[config.mk]
export PLATFORM = sky130hd
export DESIGN_NAME = cpcr_div
export DESIGN_NICKNAME = d
export VERILOG_FILES = /design/src/hdl/cpcr_pkg.sv /design/src/hdl/cpcr_div.sv
export SDC_FILE = /design/constraint.sdc
export NUM_CORES = 2
export LEC_CHECK = 0
export BUFFER_PORTS_ARGS = -buffer_cell sky130_fd_sc_hd__buf_2
export CORE_MARGIN = 2
export CORE_UTILIZATION = 65
export DETAILED_ROUTE_END_ITERATION = 7
export PLACE_DENSITY = 0.86
export SYNTH_ARGS = -nofsm -noshare
export SYNTH_HDL_FRONTEND = slang
export SYNTH_SLANG_ARGS = --single-unit
[constraint.sdc]
create_clock -name clk_i -period 12.29 [get_ports clk_i]
set_input_delay 0.6145 -clock clk_i [delete_from_list [all_inputs] [get_ports clk_i]]
set_output_delay 0.6145 -clock clk_i [all_outputs]
set_load 0.03 [all_outputs]
[src/hdl/cpcr_pkg.sv]
package cpcr_pkg;

  localparam int unsigned FracBitsDef = 16;
  localparam int unsigned PosW        = 32;
  localparam int unsigned RadW        = 30;
  localparam int unsigned MagW        = PosW + 1;
  localparam int unsigned SqW         = 2 * MagW;
  localparam int unsigned RsumW       = RadW + 1;
  localparam int unsigned RootW       = 34;
  localparam int unsigned PenW        = 34;
  localparam int unsigned KShift      = 20;
  localparam logic [KShift-1:0] KNum  = 20'd523239;

  typedef struct packed {
    logic signed [PosW-1:0] a_pos_x;
    logic signed [PosW-1:0] a_pos_y;
    logic signed [PosW-1:0] b_pos_x;
    logic signed [PosW-1:0] b_pos_y;
    logic signed [PosW-1:0] b_next_x;
    logic signed [PosW-1:0] b_next_y;
    logic [RadW-1:0]        a_radius;
    logic [RadW-1:0]        b_radius;
    logic                   a_trigger;
    logic                   b_trigger;
  } in_word_t;

  typedef struct packed {
    logic                   contact;
    logic                   resolved;
    logic signed [PosW-1:0] b_next_x_out;
    logic signed [PosW-1:0] b_next_y_out;
  } out_word_t;

  typedef struct packed {
    logic                   contact;
    logic                   resolved;
    logic                   dx_neg;
    logic                   dy_neg;
    logic [MagW-1:0]        dx_mag;
    logic [MagW-1:0]        dy_mag;
    logic [RsumW-1:0]       rsum;
    logic signed [PosW-1:0] nx;
    logic signed [PosW-1:0] ny;
  } sq_side_t;

  typedef struct packed {
    logic                   contact;
    logic                   resolved;
    logic                   len_zero;
    logic                   dx_neg;
    logic                   dy_neg;
    logic                   pen_neg;
    logic [PenW-1:0]        pen_mag;
    logic signed [PosW-1:0] nx;
    logic signed [PosW-1:0] ny;
  } dv_side_t;

  // Returns the sign and the magnitude of a - b.
  function automatic logic [MagW:0] diff_abs(input logic [PosW-1:0] a,
                                             input logic [PosW-1:0] b);
    logic [MagW-1:0] d;
    logic [MagW-1:0] m;
    d = {a[PosW-1], a} - {b[PosW-1], b};
    m = d[MagW-1] ? (~d + MagW'(1)) : d;
    return {d[MagW-1], m};
  endfunction

endpackage

[src/hdl/cpcr_div.sv]
module cpcr_div import cpcr_pkg::*; #(
  parameter int unsigned QuotW = FracBitsDef + 1,
  parameter int unsigned NumW  = MagW,
  parameter int unsigned DenW  = RootW,
  parameter int unsigned SideW = 1
) (
  input  logic             clk_i,
  input  logic             rst_ni,
  input  logic             en_i,
  input  logic             valid_i,
  input  logic [NumW-1:0]  num0_i,
  input  logic [NumW-1:0]  num1_i,
  input  logic [DenW-1:0]  den_i,
  input  logic [SideW-1:0] side_i,
  output logic             valid_o,
  output logic [QuotW-1:0] quot0_o,
  output logic [QuotW-1:0] quot1_o,
  output logic [SideW-1:0] side_o
);

  localparam int unsigned StepsPerStage = 2;
  localparam int unsigned Stages = (QuotW + StepsPerStage - 1) / StepsPerStage;
  localparam int unsigned RemW = DenW + 1;

  logic [Stages-1:0] vld_q;
  logic [RemW-1:0]   rem0_q [Stages];
  logic [RemW-1:0]   rem1_q [Stages];
  logic [QuotW-1:0]  quo0_q [Stages];
  logic [QuotW-1:0]  quo1_q [Stages];
  logic [DenW-1:0]   den_q  [Stages];
  logic [SideW-1:0]  side_q [Stages];

  // The first step compares the numerator as it is, each later one shifts it left first.
  function automatic logic [RemW:0] dv_step(input logic [RemW-1:0] rem,
                                            input logic [DenW-1:0] den,
                                            input logic first);
    logic [RemW-1:0] r;
    logic [RemW:0] res;
    r = first ? rem : {rem[RemW-2:0], 1'b0};
    if (r >= RemW'(den)) begin
      res = {1'b1, r - RemW'(den)};
    end else begin
      res = {1'b0, r};
    end
    return res;
  endfunction

  for (genvar s = 0; s < Stages; s++) begin : g_stage
    logic             v_in;
    logic [RemW-1:0]  rem0_in;
    logic [RemW-1:0]  rem1_in;
    logic [QuotW-1:0] quo0_in;
    logic [QuotW-1:0] quo1_in;
    logic [DenW-1:0]  den_in;
    logic [SideW-1:0] side_in;
    logic [RemW-1:0]  rem0_d;
    logic [RemW-1:0]  rem1_d;
    logic [QuotW-1:0] quo0_d;
    logic [QuotW-1:0] quo1_d;
    logic             bit0;
    logic             bit1;

    if (s == 0) begin : g_first
      assign v_in    = valid_i;
      assign rem0_in = RemW'(num0_i);
      assign rem1_in = RemW'(num1_i);
      assign quo0_in = '0;
      assign quo1_in = '0;
      assign den_in  = den_i;
      assign side_in = side_i;
    end else begin : g_next
      assign v_in    = vld_q[s-1];
      assign rem0_in = rem0_q[s-1];
      assign rem1_in = rem1_q[s-1];
      assign quo0_in = quo0_q[s-1];
      assign quo1_in = quo1_q[s-1];
      assign den_in  = den_q[s-1];
      assign side_in = side_q[s-1];
    end

    always_comb begin
      rem0_d = rem0_in;
      rem1_d = rem1_in;
      quo0_d = quo0_in;
      quo1_d = quo1_in;
      bit0   = 1'b0;
      bit1   = 1'b0;
      for (int k = 0; k < StepsPerStage; k++) begin
        if (s * StepsPerStage + k < QuotW) begin
          {bit0, rem0_d} = dv_step(rem0_d, den_in, (s * StepsPerStage + k) == 0);
          {bit1, rem1_d} = dv_step(rem1_d, den_in, (s * StepsPerStage + k) == 0);
          quo0_d = {quo0_d[QuotW-2:0], bit0};
          quo1_d = {quo1_d[QuotW-2:0], bit1};
        end
      end
    end

    always_ff @(posedge clk_i or negedge rst_ni) begin
      if (!rst_ni) begin
        vld_q[s] <= 1'b0;
      end else if (en_i) begin
        vld_q[s] <= v_in;
      end
    end

    always_ff @(posedge clk_i) begin
      if (en_i) begin
        rem0_q[s] <= rem0_d;
        rem1_q[s] <= rem1_d;
        quo0_q[s] <= quo0_d;
        quo1_q[s] <= quo1_d;
        den_q[s]  <= den_in;
        side_q[s] <= side_in;
      end
    end
  end

  assign valid_o = vld_q[Stages-1];
  assign quot0_o = quo0_q[Stages-1];
  assign quot1_o = quo1_q[Stages-1];
  assign side_o  = side_q[Stages-1];

endmodule

==> impl_metrics.env <==
export IMPL_synth_edf_count=1003
export IMPL_slew_violations=2
export IMPL_antenna_found_initial=30
export IMPL_grt_max_degree=176
export IMPL_crit_path_end_kind="flop"
export IMPL_grt_pass1_wl_um=499000
export IMPL_nets=11800
export IMPL_vias=86500
export IMPL_drtPass1Iterations=7
export IMPL_layout_drive_gt1_share_pct=10.8
export IMPL_drc=0
export IMPL_fp_dieH_um=390
export IMPL_htreeDepth=3
export IMPL_crit_required_ns=12.78
export IMPL_yosysWarnings=0
export IMPL_synth_top_cell_by_area="edfxtp_1"
export IMPL_worstMarginPinSlew_ns=1.53
export IMPL_ant_nets=0
export IMPL_ys_top_cells_by_area="edfxtp_1 (31%), ha_1 (15%), mux2_2 (7.1%)"
export IMPL_root_buffer="clkbuf_16"
export IMPL_synth_seq_cells=1012
export IMPL_cp_arrival_ns=10.54
export IMPL_grt_usage_pct=43.1
export IMPL_netlist_area_leader_share_pct=31.0
export IMPL_io_buffers=140
export IMPL_cts_buffers=113
export IMPL_start_util_pct=65.6
export IMPL_path_class="flop to flop"
export IMPL_syn_instance_count=10500
export IMPL_slew_headroom_pct=-2.93
export IMPL_dp_hpwl_um=271000
export IMPL_cp_max_fo=32
export IMPL_finalCritPeriodShare_pct=81.8
export IMPL_cts_repair_resized=0
export IMPL_syn_avg_cell_area_um2=9.26
export IMPL_rows=141
export IMPL_async_reset_ff_share_pct=0.889
export IMPL_hold_viol_final=0
export IMPL_clock_sinks=1012
export IMPL_syn_num_nets=11700
export IMPL_cts_tree="yes"
export IMPL_wl_per_cell_um=26.8
export IMPL_drv_cap=2
export IMPL_synthToLayoutAreaGrowth_pct=7.23
export IMPL_netlist_area_um2=97000
export IMPL_gp_congestion=1.08
export IMPL_worst_clock_skew_ns=0.0751
export IMPL_synth_cell_types=98
export IMPL_die_area_um2=152000
export IMPL_synthFlopType="edfxtp_1"
export IMPL_ys_seq_area_share_pct=31.3
export IMPL_core_um2=148000
export IMPL_grt_ovfl_total=0
export IMPL_ios=141
export IMPL_cts_hold_buf=10
export IMPL_yosysMostFrequentCell="ha_1"
export IMPL_grt_setup_unrepaired="false"
export IMPL_critical_path_startpoint_type="flop"
export IMPL_finalSetupTns_ns=0
export IMPL_worst_r2r_setup_slack_ns=2.23
export IMPL_grt_pass1_vias=82000
export IMPL_vias_per_cell=6.86
export IMPL_utilization_pct=70.3
export IMPL_wl_um=339000
export IMPL_clock_latency_ns=0.81
export IMPL_clock_path_buffers=3
export IMPL_post_cts_buffers=0
export IMPL_hold_class="input pin to flop"
export IMPL_final_setup_viol_count=0
export IMPL_violations="capacitance limit, slew limit"
export IMPL_cts_clk_slew_worst_paths_ns=0.06
export IMPL_status="finished with violations"
export IMPL_max_freq_mhz=99.5
export IMPL_drtIter0Drc=10400
export IMPL_synthTopCellsByCount="ha_1 (1,138), a21oi_1 (1,022), edfxtp_1 (1,003)"
export IMPL_period_minus_slack_ns=10.06
export IMPL_die_w_um=390
==> sequential cells by signal (all words and copies together) (netlist names) <==
register,count
rem0_q,272
den_q,272
side_q,9
quo0_q,89
valid_o,1
rem1_q,272
quo1_q,89
g_stage.v_in,8
==> kinds of logic after synthesis <==
family                   after synthesis  synth area share (%)
AO/OA/AOI/OAI                       3317                  21.7
XOR/XNOR                             928                  8.38
adder cells (fa/ha/maj)             1156                  15.0
buffers and inverters                844                  3.33
flip-flops                          1012                  31.3
multiplexers                         655                  7.59
AND/OR/NAND/NOR                     2571                  12.7
==> layer usage <==
metal  global-route usage [%]  routed length, um  vias up
li1                         -                  -    39400
met1                     54.3             130000    41000
met2                     65.7             145000     4922
met3                     11.9              39500     1110
met4                     25.9              24200       30
met5                     1.28                492        -
==> per-stage QoR <==
| step | setup slack [ns] | std cells | cell area [um2] | hold WS, ns |
|---|---|---|---|---|
| 2_1_floorplan | 5.28 | 10500 | 97000 | 0.319 |
| 3_5_place_dp | 2.71 | 12400 | 100000 | 0.405 |
| 4_1_cts | 2.69 | 12600 | 104000 | 0.00106 |
| 5_1_grt | 1.90 | 12600 | 104000 | 0.00702 |
| 3_3_place_gp | 2.78 | 12400 | 100000 | 0.400 |
| 6_report | 2.23 | 12600 | 104000 | 0.0220 |
==> cell usage in the layout (no fill, tap or decap), drive strengths merged, types with 34 or more instances in the layout <==
cell type,count
nand2,727
or3,48
xor2,291
a21oi,1023
and2,48
nor2,675
or2,51
clkbuf,122
o21ai,714
nand3,198
a211oi,74
o21bai,140
o21a,156
nand4,131
o31ai,62
ha,1138
a31oi,108
a21o,590
clkinv,38
inv,620
and3,101
a221oi,34
o211ai,60
nor2b,142
xnor2,637
nand2b,143
edfxtp,1003
mux2,623
nor3,163
nor4,43
and4,35
buf,211
==> worst max-delay path: stages (launching register included) <==
cell	delay, ns
edfxtp_1	0.44
inv_1	0.26
ha_1	0.30
nor2b_1	0.18
o31a_1	0.31
o31a_1	0.30
o211ai_1	0.24
o21ai_0	0.26
a31oi_1	0.42
a21oi_1	0.21
o2111ai_1	0.32
nand3_1	0.18
a21boi_4	0.38
buf_4	0.46
mux2_2	0.40
ha_1	0.38
a211oi_1	0.28
nor2_1	0.10
o41a_1	0.34
o22ai_1	0.32
o21ai_0	0.32
a31oi_1	0.42
o21ai_0	0.25
o31ai_1	0.40
o2bb2ai_1	0.31
o41a_1	0.93
inv_2	0.58
mux2_2	0.46
==> layout make-up <==
| class | instances | area (um2) |
|---|---|---|
| clock inverter | 89 | 1090 |
| antenna | 16 | 40.0 |
| timing repair buffer | 221 | 1410 |
| inverter | 604 | 2270 |
| sequential | 1012 | 30300 |
| fill | 11200 | 44000 |
| tap | 1930 | 2410 |
| multi-input combinational | 8627 | 63600 |
| clock buffer | 122 | 2860 |
==> final timing paths <==
path	start	end	cells past startpoint
setup / recovery	den_q[0][103]	rem1_q[0][158]	27
hold / removal	den_i[27]	den_q[0][27]	1
setup reg to reg	den_q[0][103]	rem1_q[0][158]	27
hold reg to reg	quo0_q[0][91]	quo0_q[0][110]	0
max in group asynchronous	rst_ni	g_stage[8].v_in	2
min in group asynchronous	rst_ni	g_stage[6].v_in	2
Power is left out: the tool's default activity adds up to more than one toggle a clock period on the data nets, which glitch-free logic cannot reach.
